===== src/design/cfar_noise_floor_defines.svh =====
// assertion macros for the cfar noise floor modules
`ifndef CFAR_NOISE_FLOOR_DEFINES_SVH
`define CFAR_NOISE_FLOOR_DEFINES_SVH

// implication checked every cycle out of reset
`define CFARNF_ASSERT(lbl, clk, rst_n, prop, msg) \
    lbl: assert property (@(posedge clk) disable iff (!rst_n) prop) \
        else $error(msg);

// condition in one cycle implies a result in the next
`define CFARNF_ASSERT_NEXT(lbl, clk, rst_n, cond, nxt, msg) \
    lbl: assert property (@(posedge clk) disable iff (!rst_n) (cond) |=> (nxt)) \
        else $error(msg);

`endif


===== src/design/cfarnf_pkg.sv =====
// shared constants, types and codes for the cfar noise floor
package cfarnf_pkg;

    localparam int FRAME_BINS = 64;
    localparam int BIN_IDX_W  = $clog2(FRAME_BINS);
    localparam int EDGE_W     = $clog2(FRAME_BINS + 1);

    localparam int AMP_W   = 16;
    localparam int REF_W   = 6;
    localparam int GUARD_W = 4;
    localparam int BIAS_W  = 12;
    localparam int REF_MAX = 32;
    localparam int FRAC_W  = 8;

    // wide enough for cut + guard + ref + 1 before clipping
    localparam int POS_W = $clog2(FRAME_BINS + REF_MAX + (1 << GUARD_W) + 1);
    localparam int SUM_W = AMP_W + BIN_IDX_W;
    localparam int CNT_W = EDGE_W;
    localparam int LHS_W = AMP_W + CNT_W + FRAC_W;
    localparam int RHS_W = SUM_W + BIAS_W;
    localparam int CMP_W = (LHS_W > RHS_W) ? LHS_W : RHS_W;

    localparam int QUEUE_DEPTH = 4;
    localparam int QUEUE_PTR_W = $clog2(QUEUE_DEPTH);

    localparam int CFG_IDX_W  = 2;
    localparam int CFG_DATA_W = BIAS_W;

    localparam logic [CFG_IDX_W-1:0] CFG_REF_CELLS   = 2'd0;
    localparam logic [CFG_IDX_W-1:0] CFG_GUARD_CELLS = 2'd1;
    localparam logic [CFG_IDX_W-1:0] CFG_BIAS_Q8     = 2'd2;

    localparam logic [REF_W-1:0]   REF_CELLS_RST   = 6'd8;
    localparam logic [GUARD_W-1:0] GUARD_CELLS_RST = 4'd2;
    localparam logic [BIAS_W-1:0]  BIAS_Q8_RST     = 12'd256;

    localparam logic [BIN_IDX_W-1:0] LAST_BIN = BIN_IDX_W'(FRAME_BINS - 1);

    typedef struct packed {
        logic [AMP_W-1:0]     amp;
        logic [BIN_IDX_W-1:0] idx;
        logic                 last;
    } t_bin_item;

    typedef struct packed {
        logic full;
        logic empty;
    } t_q_status;

    typedef enum logic [2:0] {
        ST_LOAD,
        ST_RD_LEFT,
        ST_RD_RIGHT,
        ST_SUM,
        ST_MUL,
        ST_OUT
    } t_back_state;

endpackage


===== src/design/cfarnf_front.sv =====
// input side: takes bin beats, tags them with bin index and frame end
module cfarnf_front (
    input  logic                  i_clk,
    input  logic                  i_rst_n,
    input  logic                  i_in_valid,
    output logic                  o_in_stall,
    input  logic [cfarnf_pkg::AMP_W-1:0] i_bin_amplitude,
    input  cfarnf_pkg::t_q_status i_q_status,
    output logic                  o_push,
    output cfarnf_pkg::t_bin_item o_item
);

    logic [cfarnf_pkg::BIN_IDX_W-1:0] r_bin_idx;
    logic [cfarnf_pkg::BIN_IDX_W-1:0] n_bin_idx;
    logic                             bin_last;

    assign o_in_stall = i_q_status.full;
    assign o_push     = i_in_valid && !i_q_status.full;
    assign bin_last   = (r_bin_idx == cfarnf_pkg::LAST_BIN);

    assign o_item.amp  = i_bin_amplitude;
    assign o_item.idx  = r_bin_idx;
    assign o_item.last = bin_last;

    always_comb begin
        n_bin_idx = r_bin_idx;
        if (o_push) begin
            n_bin_idx = bin_last ? '0 : r_bin_idx + 1'b1;
        end
    end

    always_ff @(posedge i_clk) begin
        if (!i_rst_n) begin
            r_bin_idx <= '0;
        end else begin
            r_bin_idx <= n_bin_idx;
        end
    end

endmodule


===== src/design/cfarnf_queue.sv =====
// short fifo of tagged bins between the input side and the detector
module cfarnf_queue (
    input  logic                  i_clk,
    input  logic                  i_rst_n,
    input  logic                  i_push,
    input  cfarnf_pkg::t_bin_item i_item,
    input  logic                  i_pop,
    output cfarnf_pkg::t_bin_item o_item,
    output cfarnf_pkg::t_q_status o_status
);

    cfarnf_pkg::t_bin_item r_slots [cfarnf_pkg::QUEUE_DEPTH];
    logic [cfarnf_pkg::QUEUE_PTR_W:0] r_wr_ptr;
    logic [cfarnf_pkg::QUEUE_PTR_W:0] r_rd_ptr;
    logic [cfarnf_pkg::QUEUE_PTR_W:0] n_wr_ptr;
    logic [cfarnf_pkg::QUEUE_PTR_W:0] n_rd_ptr;

    // extra pointer bit tells full from empty
    assign o_status.empty = (r_wr_ptr == r_rd_ptr);
    assign o_status.full  =
        (r_wr_ptr[cfarnf_pkg::QUEUE_PTR_W] != r_rd_ptr[cfarnf_pkg::QUEUE_PTR_W]) &&
        (r_wr_ptr[cfarnf_pkg::QUEUE_PTR_W-1:0] == r_rd_ptr[cfarnf_pkg::QUEUE_PTR_W-1:0]);

    assign o_item = r_slots[r_rd_ptr[cfarnf_pkg::QUEUE_PTR_W-1:0]];

    always_comb begin
        n_wr_ptr = r_wr_ptr;
        n_rd_ptr = r_rd_ptr;
        if (i_push && !o_status.full) begin
            n_wr_ptr = r_wr_ptr + 1'b1;
        end
        if (i_pop && !o_status.empty) begin
            n_rd_ptr = r_rd_ptr + 1'b1;
        end
    end

    always_ff @(posedge i_clk) begin
        if (!i_rst_n) begin
            r_wr_ptr <= '0;
            r_rd_ptr <= '0;
        end else begin
            r_wr_ptr <= n_wr_ptr;
            r_rd_ptr <= n_rd_ptr;
        end
    end

    always_ff @(posedge i_clk) begin
        if (i_push && !o_status.full) begin
            r_slots[r_wr_ptr[cfarnf_pkg::QUEUE_PTR_W-1:0]] <= i_item;
        end
    end

endmodule


===== src/design/cfarnf_back.sv =====
// detector: stores the frame with prefix sums, then tests each cell in turn
`include "cfar_noise_floor_defines.svh"

module cfarnf_back (
    input  logic                       i_clk,
    input  logic                       i_rst_n,
    input  logic                       i_cfg_we,
    input  logic [cfarnf_pkg::CFG_IDX_W-1:0]  i_cfg_index,
    input  logic [cfarnf_pkg::CFG_DATA_W-1:0] i_cfg_data,
    input  cfarnf_pkg::t_q_status      i_q_status,
    input  cfarnf_pkg::t_bin_item      i_q_item,
    output logic                       o_q_pop,
    output logic                       o_out_valid,
    input  logic                       i_out_stall,
    output logic [cfarnf_pkg::AMP_W-1:0] o_kept_amplitude,
    output logic                       o_detected,
    output logic                       o_frame_last
);

    cfarnf_pkg::t_back_state r_state;
    cfarnf_pkg::t_back_state n_state;

    logic [cfarnf_pkg::REF_W-1:0]   r_ref_cells;
    logic [cfarnf_pkg::GUARD_W-1:0] r_guard_cells;
    logic [cfarnf_pkg::BIAS_W-1:0]  r_bias_q8;

    // bin store and prefix sums; prefix entry k holds the sum of bins 0..k
    logic [cfarnf_pkg::AMP_W-1:0] bin_mem    [cfarnf_pkg::FRAME_BINS];
    logic [cfarnf_pkg::SUM_W-1:0] prefix_mem [cfarnf_pkg::FRAME_BINS];

    logic [cfarnf_pkg::SUM_W-1:0]     r_run;
    logic [cfarnf_pkg::SUM_W-1:0]     run_next;
    logic [cfarnf_pkg::BIN_IDX_W-1:0] r_cut;

    logic [cfarnf_pkg::REF_W-1:0] ref_sat;
    logic [cfarnf_pkg::POS_W-1:0] cut_x;
    logic [cfarnf_pkg::POS_W-1:0] g_x;
    logic [cfarnf_pkg::POS_W-1:0] gr_x;
    logic [cfarnf_pkg::POS_W-1:0] lo_r_raw;
    logic [cfarnf_pkg::POS_W-1:0] hi_r_raw;
    logic [cfarnf_pkg::EDGE_W-1:0] hi_l;
    logic [cfarnf_pkg::EDGE_W-1:0] lo_l;
    logic [cfarnf_pkg::EDGE_W-1:0] lo_r;
    logic [cfarnf_pkg::EDGE_W-1:0] hi_r;
    logic [cfarnf_pkg::EDGE_W-1:0] r_lo_r;
    logic [cfarnf_pkg::EDGE_W-1:0] r_hi_r;
    logic [cfarnf_pkg::CNT_W-1:0]  r_cnt;
    logic [cfarnf_pkg::CNT_W-1:0]  cnt_nz;

    logic                          rd_en;
    logic [cfarnf_pkg::EDGE_W-1:0] edge_a;
    logic [cfarnf_pkg::EDGE_W-1:0] edge_b;
    logic [cfarnf_pkg::SUM_W-1:0]  r_pa_raw;
    logic [cfarnf_pkg::SUM_W-1:0]  r_pb_raw;
    logic                          r_pa_zero;
    logic                          r_pb_zero;
    logic [cfarnf_pkg::SUM_W-1:0]  pa;
    logic [cfarnf_pkg::SUM_W-1:0]  pb;
    logic [cfarnf_pkg::AMP_W-1:0]  r_bin_rd;

    logic [cfarnf_pkg::SUM_W-1:0]  r_left;
    logic [cfarnf_pkg::SUM_W-1:0]  r_sum;
    logic [cfarnf_pkg::AMP_W-1:0]  r_cell;
    logic [cfarnf_pkg::LHS_W-1:0]  r_lhs;
    logic [cfarnf_pkg::RHS_W-1:0]  r_rhs;
    logic                          hit;
    logic                          out_load;

    logic                          r_out_valid;
    logic [cfarnf_pkg::AMP_W-1:0]  r_out_kept;
    logic                          r_out_det;
    logic                          r_out_last;

    // ---------------------------------------------------------------
    // configuration
    always_ff @(posedge i_clk) begin
        if (!i_rst_n) begin
            r_ref_cells   <= cfarnf_pkg::REF_CELLS_RST;
            r_guard_cells <= cfarnf_pkg::GUARD_CELLS_RST;
            r_bias_q8     <= cfarnf_pkg::BIAS_Q8_RST;
        end else if (i_cfg_we) begin
            unique case (i_cfg_index)
                cfarnf_pkg::CFG_REF_CELLS: begin
                    r_ref_cells <= i_cfg_data[cfarnf_pkg::REF_W-1:0];
                end
                cfarnf_pkg::CFG_GUARD_CELLS: begin
                    r_guard_cells <= i_cfg_data[cfarnf_pkg::GUARD_W-1:0];
                end
                cfarnf_pkg::CFG_BIAS_Q8: begin
                    r_bias_q8 <= i_cfg_data[cfarnf_pkg::BIAS_W-1:0];
                end
                default: begin
                end
            endcase
        end
    end

    // ---------------------------------------------------------------
    // window edges of the cell under test, clipped to the frame
    assign ref_sat  = (r_ref_cells > cfarnf_pkg::REF_W'(cfarnf_pkg::REF_MAX))
                    ? cfarnf_pkg::REF_W'(cfarnf_pkg::REF_MAX) : r_ref_cells;
    assign cut_x    = cfarnf_pkg::POS_W'(r_cut);
    assign g_x      = cfarnf_pkg::POS_W'(r_guard_cells);
    assign gr_x     = g_x + cfarnf_pkg::POS_W'(ref_sat);
    assign lo_r_raw = cut_x + g_x + 1'b1;
    assign hi_r_raw = lo_r_raw + cfarnf_pkg::POS_W'(ref_sat);

    assign hi_l = (cut_x >= g_x)  ? cfarnf_pkg::EDGE_W'(cut_x - g_x)  : '0;
    assign lo_l = (cut_x >= gr_x) ? cfarnf_pkg::EDGE_W'(cut_x - gr_x) : '0;
    assign lo_r = (lo_r_raw > cfarnf_pkg::POS_W'(cfarnf_pkg::FRAME_BINS))
                ? cfarnf_pkg::EDGE_W'(cfarnf_pkg::FRAME_BINS)
                : cfarnf_pkg::EDGE_W'(lo_r_raw);
    assign hi_r = (hi_r_raw > cfarnf_pkg::POS_W'(cfarnf_pkg::FRAME_BINS))
                ? cfarnf_pkg::EDGE_W'(cfarnf_pkg::FRAME_BINS)
                : cfarnf_pkg::EDGE_W'(hi_r_raw);

    assign cnt_nz = (r_cnt == '0) ? cfarnf_pkg::CNT_W'(1) : r_cnt;

    // prefix edge zero is the empty sum
    assign pa = r_pa_zero ? '0 : r_pa_raw;
    assign pb = r_pb_zero ? '0 : r_pb_raw;

    assign run_next = ((i_q_item.idx == '0) ? '0 : r_run)
                    + cfarnf_pkg::SUM_W'(i_q_item.amp);

    assign hit = cfarnf_pkg::CMP_W'(r_lhs) > cfarnf_pkg::CMP_W'(r_rhs);

    // ---------------------------------------------------------------
    // sequencer
    always_ff @(posedge i_clk) begin
        if (!i_rst_n) begin
            r_state <= cfarnf_pkg::ST_LOAD;
        end else begin
            r_state <= n_state;
        end
    end

    always_comb begin
        n_state  = r_state;
        o_q_pop  = 1'b0;
        rd_en    = 1'b0;
        edge_a   = hi_l;
        edge_b   = lo_l;
        out_load = 1'b0;
        unique case (r_state)
            cfarnf_pkg::ST_LOAD: begin
                o_q_pop = !i_q_status.empty;
                if (!i_q_status.empty && i_q_item.last) begin
                    n_state = cfarnf_pkg::ST_RD_LEFT;
                end
            end
            cfarnf_pkg::ST_RD_LEFT: begin
                rd_en   = 1'b1;
                n_state = cfarnf_pkg::ST_RD_RIGHT;
            end
            cfarnf_pkg::ST_RD_RIGHT: begin
                rd_en   = 1'b1;
                edge_a  = r_hi_r;
                edge_b  = r_lo_r;
                n_state = cfarnf_pkg::ST_SUM;
            end
            cfarnf_pkg::ST_SUM: begin
                n_state = cfarnf_pkg::ST_MUL;
            end
            cfarnf_pkg::ST_MUL: begin
                n_state = cfarnf_pkg::ST_OUT;
            end
            cfarnf_pkg::ST_OUT: begin
                out_load = !r_out_valid || !i_out_stall;
                if (out_load) begin
                    n_state = (r_cut == cfarnf_pkg::LAST_BIN)
                            ? cfarnf_pkg::ST_LOAD : cfarnf_pkg::ST_RD_LEFT;
                end
            end
            default: begin
                n_state = cfarnf_pkg::ST_LOAD;
            end
        endcase
    end

    always_ff @(posedge i_clk) begin
        if (!i_rst_n) begin
            r_cut <= '0;
        end else if (o_q_pop && i_q_item.last) begin
            r_cut <= '0;
        end else if (out_load) begin
            r_cut <= (r_cut == cfarnf_pkg::LAST_BIN) ? '0 : r_cut + 1'b1;
        end
    end

    // ---------------------------------------------------------------
    // frame memories
    always_ff @(posedge i_clk) begin
        if (o_q_pop) begin
            bin_mem[i_q_item.idx]    <= i_q_item.amp;
            prefix_mem[i_q_item.idx] <= run_next;
            r_run                    <= run_next;
        end
    end

    always_ff @(posedge i_clk) begin
        if (rd_en) begin
            r_pa_raw  <= prefix_mem[cfarnf_pkg::BIN_IDX_W'(edge_a - 1'b1)];
            r_pb_raw  <= prefix_mem[cfarnf_pkg::BIN_IDX_W'(edge_b - 1'b1)];
            r_pa_zero <= (edge_a == '0);
            r_pb_zero <= (edge_b == '0);
        end
    end

    always_ff @(posedge i_clk) begin
        if (r_state == cfarnf_pkg::ST_RD_LEFT) begin
            r_bin_rd <= bin_mem[r_cut];
        end
    end

    // ---------------------------------------------------------------
    // datapath
    always_ff @(posedge i_clk) begin
        if (r_state == cfarnf_pkg::ST_RD_LEFT) begin
            r_lo_r <= lo_r;
            r_hi_r <= hi_r;
            r_cnt  <= (hi_l - lo_l) + (hi_r - lo_r);
        end
        if (r_state == cfarnf_pkg::ST_RD_RIGHT) begin
            r_left <= pa - pb;
            r_cell <= r_bin_rd;
        end
        if (r_state == cfarnf_pkg::ST_SUM) begin
            r_sum <= r_left + (pa - pb);
        end
        if (r_state == cfarnf_pkg::ST_MUL) begin
            r_lhs <= (cfarnf_pkg::LHS_W'(r_cell) * cfarnf_pkg::LHS_W'(cnt_nz))
                     << cfarnf_pkg::FRAC_W;
            r_rhs <= r_sum * r_bias_q8;
        end
    end

    // ---------------------------------------------------------------
    // result register
    always_ff @(posedge i_clk) begin
        if (!i_rst_n) begin
            r_out_valid <= 1'b0;
        end else if (out_load) begin
            r_out_valid <= 1'b1;
        end else if (!i_out_stall) begin
            r_out_valid <= 1'b0;
        end
    end

    always_ff @(posedge i_clk) begin
        if (out_load) begin
            r_out_kept <= hit ? r_cell : '0;
            r_out_det  <= hit;
            r_out_last <= (r_cut == cfarnf_pkg::LAST_BIN);
        end
    end

    assign o_out_valid      = r_out_valid;
    assign o_kept_amplitude = r_out_kept;
    assign o_detected       = r_out_det;
    assign o_frame_last     = r_out_last;

    // ---------------------------------------------------------------
    `CFARNF_ASSERT_NEXT(a_frame_starts_emit, i_clk, i_rst_n,
        o_q_pop && i_q_item.last,
        r_state == cfarnf_pkg::ST_RD_LEFT && r_cut == '0,
        "full frame did not start emission at bin zero")
    `CFARNF_ASSERT_NEXT(a_last_returns_load, i_clk, i_rst_n,
        out_load && r_cut == cfarnf_pkg::LAST_BIN,
        r_state == cfarnf_pkg::ST_LOAD && o_frame_last,
        "final bin result did not close the frame")
    `CFARNF_ASSERT(a_detect_nonzero, i_clk, i_rst_n,
        (o_out_valid && o_detected) |-> (o_kept_amplitude != '0),
        "detected result carries a zero amplitude")
    `CFARNF_ASSERT(a_count_bound, i_clk, i_rst_n,
        (r_state == cfarnf_pkg::ST_SUM) |->
            (r_cnt <= cfarnf_pkg::CNT_W'(2 * cfarnf_pkg::REF_MAX)),
        "reference cell count beyond both windows")

endmodule


===== src/design/cfar_noise_floor.sv =====
// Cell-averaging CFAR over one frame of FRAME_BINS spectrum bins. Bin beats
// are taken one per cycle while the queue is not full into a four-entry
// queue and loaded into the frame store at one bin per cycle while bins are
// queued. Once the last bin of the frame is stored the detector tests every
// cell in bin order, each in turn: two reads of the two-port prefix-sum
// memory (left then right reference window), the window sum, the multiply,
// and the compare into the result register, which waits while the output
// stalls. While a frame is emitted the queue takes up to four beats of the
// next frame and then stalls the input until the emission ends. The frame
// store needs no clearing after reset. Configuration is sampled while a
// frame is emitted.
module cfar_noise_floor (
    input  logic                                  i_clk,
    input  logic                                  i_rst_n,
    input  logic                                  i_cfg_we,
    input  logic [cfarnf_pkg::CFG_IDX_W-1:0]      i_cfg_index,
    input  logic [cfarnf_pkg::CFG_DATA_W-1:0]     i_cfg_data,
    input  logic                                  i_in_valid,
    output logic                                  o_in_stall,
    input  logic [cfarnf_pkg::AMP_W-1:0]          i_bin_amplitude,
    output logic                                  o_out_valid,
    input  logic                                  i_out_stall,
    output logic [cfarnf_pkg::AMP_W-1:0]          o_kept_amplitude,
    output logic                                  o_detected,
    output logic                                  o_frame_last
);

    logic                  push;
    logic                  pop;
    cfarnf_pkg::t_bin_item push_item;
    cfarnf_pkg::t_bin_item head_item;
    cfarnf_pkg::t_q_status q_status;

    cfarnf_front u_front (
        .i_clk           (i_clk),
        .i_rst_n         (i_rst_n),
        .i_in_valid      (i_in_valid),
        .o_in_stall      (o_in_stall),
        .i_bin_amplitude (i_bin_amplitude),
        .i_q_status      (q_status),
        .o_push          (push),
        .o_item          (push_item)
    );

    cfarnf_queue u_queue (
        .i_clk    (i_clk),
        .i_rst_n  (i_rst_n),
        .i_push   (push),
        .i_item   (push_item),
        .i_pop    (pop),
        .o_item   (head_item),
        .o_status (q_status)
    );

    cfarnf_back u_back (
        .i_clk            (i_clk),
        .i_rst_n          (i_rst_n),
        .i_cfg_we         (i_cfg_we),
        .i_cfg_index      (i_cfg_index),
        .i_cfg_data       (i_cfg_data),
        .i_q_status       (q_status),
        .i_q_item         (head_item),
        .o_q_pop          (pop),
        .o_out_valid      (o_out_valid),
        .i_out_stall      (i_out_stall),
        .o_kept_amplitude (o_kept_amplitude),
        .o_detected       (o_detected),
        .o_frame_last     (o_frame_last)
    );

endmodule

===== config.mk =====
export PLATFORM = sky130hd
export DESIGN_NAME = cfar_noise_floor
export DESIGN_NICKNAME = d
export VERILOG_FILES = /design/src/design/cfarnf_pkg.sv /design/src/design/cfarnf_front.sv /design/src/design/cfarnf_queue.sv /design/src/design/cfarnf_back.sv /design/src/design/cfar_noise_floor.sv
export VERILOG_INCLUDE_DIRS = /design/src /design/src/design
export SDC_FILE = /design/constraint.sdc
export NUM_CORES = 2
export LEC_CHECK = 0
export BUFFER_PORTS_ARGS = -buffer_cell sky130_fd_sc_hd__buf_2
export CAP_MARGIN = 20
export CELL_PAD_IN_SITES_DETAIL_PLACEMENT = 1
export CELL_PAD_IN_SITES_GLOBAL_PLACEMENT = 2
export CORE_MARGIN = 3
export CORE_UTILIZATION = 53
export CTS_BUF_LIST = sky130_fd_sc_hd__clkbuf_4
export DETAILED_ROUTE_END_ITERATION = 6
export PLACE_DENSITY_LB_ADDON = 0.1
export SYNTH_ARGS = -nofsm -noshare
export SYNTH_HDL_FRONTEND = slang
export SYNTH_SLANG_ARGS = --single-unit

===== constraint.sdc =====
create_clock -name i_clk -period 17.4 [get_ports i_clk]
set_input_delay 4.35 -clock i_clk [delete_from_list [all_inputs] [get_ports i_clk]]
set_output_delay 4.35 -clock i_clk [all_outputs]
set_load 0.01 [all_outputs]

After elaboration in Yosys (flattened, before gate mapping):

Memory sizes are Yosys's and may differ from the RTL's. A register that Yosys moved wholly into a read port is not among the register bits.
Cells that the tools add are included.

* $add $sub $neg: 18
* multiply operators: 2
* divide/modulo/power cells: 0
* order comparisons: 6
* eq/ne operators: 15
* shift operators: 0
* muxes and demuxes: 28
* bitwise operators: 1
* reductions and logical operators: 23

Operators with widths (number)
* 2-to-1 mux 22 bit: 3
* 2-to-1 mux 7 bit: 7
* > comparator 31 x 34 -> 1 bit: 1
* multiplier 22 x 12 -> 34 bit: 1
* multiplier 16 x 7 -> 23 bit: 1
* adder 22 x 16 -> 22 bit: 1
* adder 22 bit: 1
* subtractor 22 bit: 1
* zero test 7 bit: 3
* 2-to-1 mux 6 bit: 3
* one-hot mux 3 bit (6 select lines): 1
* > comparator 7 bit (second input constant): 2
* subtractor 7 bit: 2
* adder 6 x 1 -> 6 bit (second input constant): 2
* equality test 6 bit (second input constant): 2
* subtractor 6 x 1 -> 6 bit (second input constant): 2
* 2-to-1 mux 1 bit: 10
* AND reduction 2 bit: 4
* adder 4 x 6 -> 7 bit: 1
* adder 6 x 4 -> 7 bit: 1
* adder 7 x 1 -> 7 bit (second input constant): 1
* adder 7 x 6 -> 7 bit: 1
* adder 7 bit: 1
* >= comparator 6 x 7 -> 1 bit: 1
* 24 further kinds: 40

* register bits: 224
* latch bits: 0
* bits in writable memories: 2524
* memory bits (read-only): 0
* output and inout bits: 20
* memories kept: 3

Memories
* u_back.prefix_mem: words 64, bits a word 22, rd ports 2, clocked after Yosys merged registers in 2, write ports 1, line cfarnf_back.sv:29 `logic [cfarnf_pkg::SUM_W-1:0] prefix_mem [cfarnf_pkg::FRAME_BINS];`
* u_back.bin_mem: words 64, bits a word 16, rd ports 1, clocked after Yosys merged registers in 1, write ports 1, line cfarnf_back.sv:28 `logic [cfarnf_pkg::AMP_W-1:0] bin_mem [cfarnf_pkg::FRAME_BINS];`
* u_queue.r_slots: words 4, bits a word 23, rd ports 1, clocked after Yosys merged registers in 1, write ports 1, line cfarnf_queue.sv:12 `cfarnf_pkg::t_bin_item r_slots [cfarnf_pkg::QUEUE_DEPTH];`

Logic depth before layout (Yosys ltp):

* depth in word-level cells: 7
* mapped depth: 32
* mapped depth without buffers: 29

Cells and area by module:

Synthesis repeated with hierarchy kept, for this count alone.

* cell total of the unflattened synthesis: 7282
* area total of the unflattened synthesis: 133897.2 µm²

Modules (own cells, without submodules)
* cfarnf_back: instances 1, cells an instance 7041, area each 129590.5 µm², sequential area each 80877.6 µm²
* cfarnf_queue: instances 1, cells an instance 188, area each 3877.5 µm², sequential area each 2922.8 µm²
* cfarnf_front: instances 1, cells an instance 53, area each 429.2 µm², sequential area each 120.1 µm²

Worst setup path before layout:

No wires, ideal clock.

* kind: reg-to-reg
* start point: register (tool-made name)
* end point: memory u_back.prefix_mem[0][18] (netlist name) (data pin)
* data arrival time: 6.464 ns
* slack: 10.366 ns
* stages on the path, launching flop included: 18
* buffers on the path: 3
* period minus slack after synthesis: 7.034 ns
* path through: dfxtp_1 > clkbuf_1 > buf_2 > buf_1 > mux4_2 > ha_1 > inv_1 > fa_1 > nor2b_1 > o21ai_0 > a21boi_0 > o211a_1 > o2111ai_1 > a31o_2 > o21ai_0 > nor3_1 > or3_1 > mux2i_1

RTL lines (line)
* to (decl): cfarnf_back.sv:29

Worst setup path after layout:

* start point: register u_back.r_ref_cells[5] (netlist name)
* end point: register u_back.r_pb_raw[15] (netlist name) (read register of u_back.prefix_mem) (data pin)

* word-level cells in the longest chain between the ends: 7
* elaborated cells on any way between the ends: 8
* classes of those cells: add/sub (3); order compare (2); mux (3)

Ends and longest elaborated chain
* from (decl): line cfarnf_back.sv:23 `logic [cfarnf_pkg::REF_W-1:0] r_ref_cells;`
* from (signal assigned): line cfarnf_back.sv:78 `r_ref_cells <= cfarnf_pkg::REF_CELLS_RST;`
* from (signal assigned): line cfarnf_back.sv:84 `r_ref_cells <= i_cfg_data[cfarnf_pkg::REF_W-1:0];`
* > comparator 6 bit: line cfarnf_back.sv:100 `assign ref_sat = (r_ref_cells > cfarnf_pkg::REF_W'(cfarnf_pkg::REF_MAX))`
* 2-to-1 mux 6 bit (*): line cfarnf_back.sv:101 `? cfarnf_pkg::REF_W'(cfarnf_pkg::REF_MAX) : r_ref_cells;`
* adder 4 x 6 -> 7 bit (*): line cfarnf_back.sv:104 `assign gr_x = g_x + cfarnf_pkg::POS_W'(ref_sat);`
* subtractor 6 x 7 -> 7 bit / >= comparator 6 x 7 -> 1 bit (equally long branches): line cfarnf_back.sv:109 `assign lo_l = (cut_x >= gr_x) ? cfarnf_pkg::EDGE_W'(cut_x - gr_x) : '0;`
* 2-to-1 mux 7 bit (*): line cfarnf_back.sv:109
* 2-to-1 mux 7 bit (*): line cfarnf_back.sv:145 `unique case (r_state)`
* subtractor 6 x 1 -> 6 bit (*): line cfarnf_back.sv:204 `r_pb_raw <= prefix_mem[cfarnf_pkg::BIN_IDX_W'(edge_b - 1'b1)];`
* to (decl): line cfarnf_back.sv:54 `logic [cfarnf_pkg::SUM_W-1:0] r_pb_raw;`

Every way passes the cells marked *; elsewhere a longest branch is shown, timed or not.
A chain may end at the register's enable or synchronous reset.

==> flow_metrics.env <==
export IMPL_place_congestion=0.8656
export IMPL_status="complete, no violations"
export IMPL_die_area_um2=260400
export IMPL_postCtsHoldBufs=0
export IMPL_critPathRequiredTime_ns=18.78
export IMPL_wl_per_cell_um=35.44
export IMPL_worst_slew_pin_transition_ns=1.206
export IMPL_crit_fanout=98
export IMPL_syn_cell_area_um2=134800
export IMPL_min_path_type="flop to flop"
export IMPL_num_rows=184
export IMPL_io_buffers=54
export IMPL_clock_skew_ns=0.1251
export IMPL_rsz0062_at_grt="no"
export IMPL_synthDistinctLibCells=81
export IMPL_fp_dieW_um=510.3
export IMPL_initial_core_util_pct=53.46
export IMPL_hold_viol_final=0
export IMPL_fmax_ghz=0.1177
export IMPL_synth_seq_cells=2810
export IMPL_io_pins=55
export IMPL_syn_avg_cell_area_um2=18.66
export IMPL_reg2reg_depth=22
export IMPL_r2r_setup_slack_ns=8.90
export IMPL_clkTransAtPathRegs_ns=0.06
export IMPL_vias=77310
export IMPL_drc=0
export IMPL_syn_nets=7779
export IMPL_hpwl_um=244700
export IMPL_hold_depth=0
export IMPL_netlist_instances=7223
export IMPL_drtIter0Drc=10200
export IMPL_fillers=22280
export IMPL_cts_num_sinks=2810
export IMPL_tritoncts="done"
export IMPL_multiInputGateArea_um2=48450
export IMPL_synth_ff_type="edfxtp_1"
export IMPL_critPathLaunchType="flop"
export IMPL_area_delta_synth_final_pct=10.69
export IMPL_drv_cap=0
export IMPL_slew_violations=0
export IMPL_drive_gt1_share_pct=30.48
export IMPL_setup_tns_ns=0
export IMPL_r2r_start="u_back.r_ref_cells[5]$_SDFFE_PN0P_"
export IMPL_route_antenna_remaining_nets=0
export IMPL_fin_ws_ns=8.903
export IMPL_grt_overflow=0
export IMPL_die_h_um=510.3
export IMPL_dpl_cell_area_um2=139800
export IMPL_crit_arrival_ns=9.88
export IMPL_coreArea_um2=252100
export IMPL_yosysSeqAreaShare_pct=62.27
export IMPL_utilization_pct=59.17
export IMPL_yosysWarnings=0
export IMPL_cts_setup_buffers=0
export IMPL_grt_pass1_wl_um=590200
export IMPL_cts_made_buffers=721
export IMPL_r2r_end="u_back.r_pb_raw[15]$_DFFE_PP_"
export IMPL_p_leak_nw=52.18
export IMPL_cts_root_buffer="clkbuf_4"
export IMPL_synth_edf_count=2764
export IMPL_grt_max_degree=150
export IMPL_hp_start="u_back.r_bin_rd[2]$_DFFE_PP_"
export IMPL_criticalPathCategory="flop to flop"
export IMPL_dr_pass1_iters=5
export IMPL_viasPerCell=6.590
export IMPL_setup_viol=0
export IMPL_fin_cells=11730
export IMPL_antenna_found_initial=24
export IMPL_layout_min_cycle_time_ns=8.497
export IMPL_area_sequential_um2=83940
export IMPL_endpoint_kind="flop"
export IMPL_insertion_delay_ns=1.58
export IMPL_h_tree_depth=6
export IMPL_drt_wl_total_um=415800
export IMPL_track_usage_pct=32.20
export IMPL_p_per_area_nw_per_um2=210.3
export IMPL_timing_max_slew_rel_slack_pct=19.43
export IMPL_ctsResizeCount=0
export IMPL_min_to="u_back.r_cell[2]$_DFFE_PP_"
export IMPL_async_flop_share_pct=0
export IMPL_cts_buffer_depth=4
export IMPL_fin_crit_sh_pct=48.84
export IMPL_place_ws_ns=8.968
export IMPL_final_cell_area_um2=149200
export IMPL_placed_cells=10430
export IMPL_grt_pass1_vias=81030
export IMPL_vdd_ir_drop_max_uv=356.0
export IMPL_nets=8369
## state kept, by name (all words and copies together), names as in the netlist, 4 cells and up, named ones only
signal / count
u_back.prefix_mem: 1408
u_back.bin_mem: 1024
u_queue.r_slots: 92
u_back.r_rhs: 34
u_back.r_lhs: 23
u_back.r_left: 22
u_back.r_pa_raw: 22
u_back.r_pb_raw: 22
u_back.r_run: 22
u_back.r_sum: 22
u_back.o_kept_amplitude: 16
u_back.r_bin_rd: 16
u_back.r_cell: 16
u_back.r_bias_q8: 12
u_back.r_cnt: 7
u_back.r_hi_r: 7
u_back.r_lo_r: 7
u_back.r_cut: 6
u_back.r_ref_cells: 6
u_front.r_bin_idx: 6
u_back.r_guard_cells: 4
## per-stage QoR
step	hold WS (ns)	total power [mW]
after global routing	0.3633	32.90
final	0.3560	31.37
after global placement	0.4029	25.19
after CTS	0.3257	31.39
after floorplan	0.4003	20.34
after detailed placement	0.4063	25.62
## power by group
| part | switching, mW | internal, mW |
|---|---|---|
| Combinational | 9.57 | 5.27 |
| Clock | 2.80 | 2.93 |
| Sequential | 0.324 | 10.5 |
| Total | 12.7 | 18.7 |
## logic make-up (layout without fill, tap and decap cells)
group	Yosys count	in the layout	synth area share [%]
DFF	2810	2810	62.27
muxes	1741	1741	22.80
and+or+nand+nor	953	953	3.465
buffers and inverters	736	1879	2.418
adders and majority gates	523	523	6.462
AOI/OAI and AO/OA	313	313	1.604
xor gates and xnor gates	147	147	0.9776
other	0	18	0
## layer usage
layer	share of wire, %	vias to the layer above	global-route usage, %
li1	-	30500	-
met1	39	41510	45.13
met2	47	4542	50.41
met3	10	753	6.798
met4	3.8	8	11.85
met5	0.013	-	0
## synthesized netlist by cell type, types with 77 or more instances
| master | n | share of area [%] |
|---|---|---|
| nor2_1 | 177 | 0.49 |
| mux2i_1 | 675 | 5.0 |
| clkbuf_1 | 218 | 0.61 |
| fa_1 | 289 | 4.3 |
| and2_1 | 187 | 0.87 |
| xnor2_1 | 93 | 0.60 |
| inv_1 | 337 | 0.94 |
| nor2b_1 | 77 | 0.36 |
| nand2_1 | 330 | 0.92 |
| ha_1 | 232 | 2.2 |
| mux4_2 | 1063 | 18 |
| edfxtp_1 | 2764 | 62 |
| a21oi_1 | 77 | 0.29 |
## final cells by class
cell class                 instances  share of cell area, %
clock inverter                   258                  1.058
sequential                      2810                  56.27
antenna                           18                0.03020
multi-input combinational       3677                  32.48
tap                             3348                  2.808
inverter                         340                 0.8589
timing repair buffer             263                  1.374
clock buffer                    1018                  5.123
## cell usage in the layout, fill, tap and decap left out, types with 34 or more instances in the layout
cell | netlist | layout
and2_1 | 187 | 187
dfxtp_1 | 46 | 40
o21a_1 | 36 | 35
buf_2 | 69 | 54
a21o_1 | 50 | 50
edfxtp_1 | 2764 | 2764
ha_1 | 232 | 230
nand3_1 | 34 | 34
o21ai_0 | 37 | 36
nand2_1 | 330 | 329
fa_1 | 289 | 289
nor2_4 | 0 | 72
mux2i_1 | 675 | 674
inv_1 | 337 | 337
nor2_1 | 177 | 104
mux4_2 | 1063 | 1063
clkinv_1 | 0 | 182
clkbuf_4 | 2 | 1018
nand2b_1 | 43 | 43
nor2b_1 | 77 | 77
buf_4 | 50 | 193
xnor2_1 | 93 | 84
xor2_1 | 50 | 44
a21oi_1 | 77 | 77
## critical path, stage by stage, from the launching register on
cell      delay (ns)
dfxtp_1         0.53
nor2b_1         0.13
ha_1            0.23
fa_1            0.43
maj3_1          0.35
a21oi_1         0.19
xor2_1          0.17
ha_1            0.30
a21o_1          0.20
a21oi_1         0.27
nor3_1          0.13
a221oi_4        0.25
buf_12          0.68
ha_4            0.28
xnor2_4         0.11
buf_4           0.59
buf_4           0.76
buf_4           0.63
buf_4           0.83
mux2i_1         0.23
mux2i_1         0.52
mux2i_1         0.17
mux2i_1         0.15
## worst max path at each step
stage	to	depth (start not counted)	from	slack, ns
global route	u_back.r_pb_raw[15]$_DFFE_PP_	22	u_back.r_ref_cells[5]$_SDFFE_PN0P_	8.49
finish	u_back.r_pb_raw[15]$_DFFE_PP_	22	u_back.r_ref_cells[5]$_SDFFE_PN0P_	8.90
CTS	u_back.r_pb_raw[15]$_DFFE_PP_	22	u_back.r_ref_cells[5]$_SDFFE_PN0P_	8.89
floorplan	u_back.prefix_mem[0][18]$_DFFE_PP_	17	flop	10.37
global placement	u_back.r_pb_raw[15]$_DFFE_PP_	22	u_back.r_ref_cells[5]$_SDFFE_PN0P_	8.89
detailed placement	u_back.r_pb_raw[15]$_DFFE_PP_	22	u_back.r_ref_cells[5]$_SDFFE_PN0P_	8.97
Note: power is estimated with default switching activity, not from simulation.
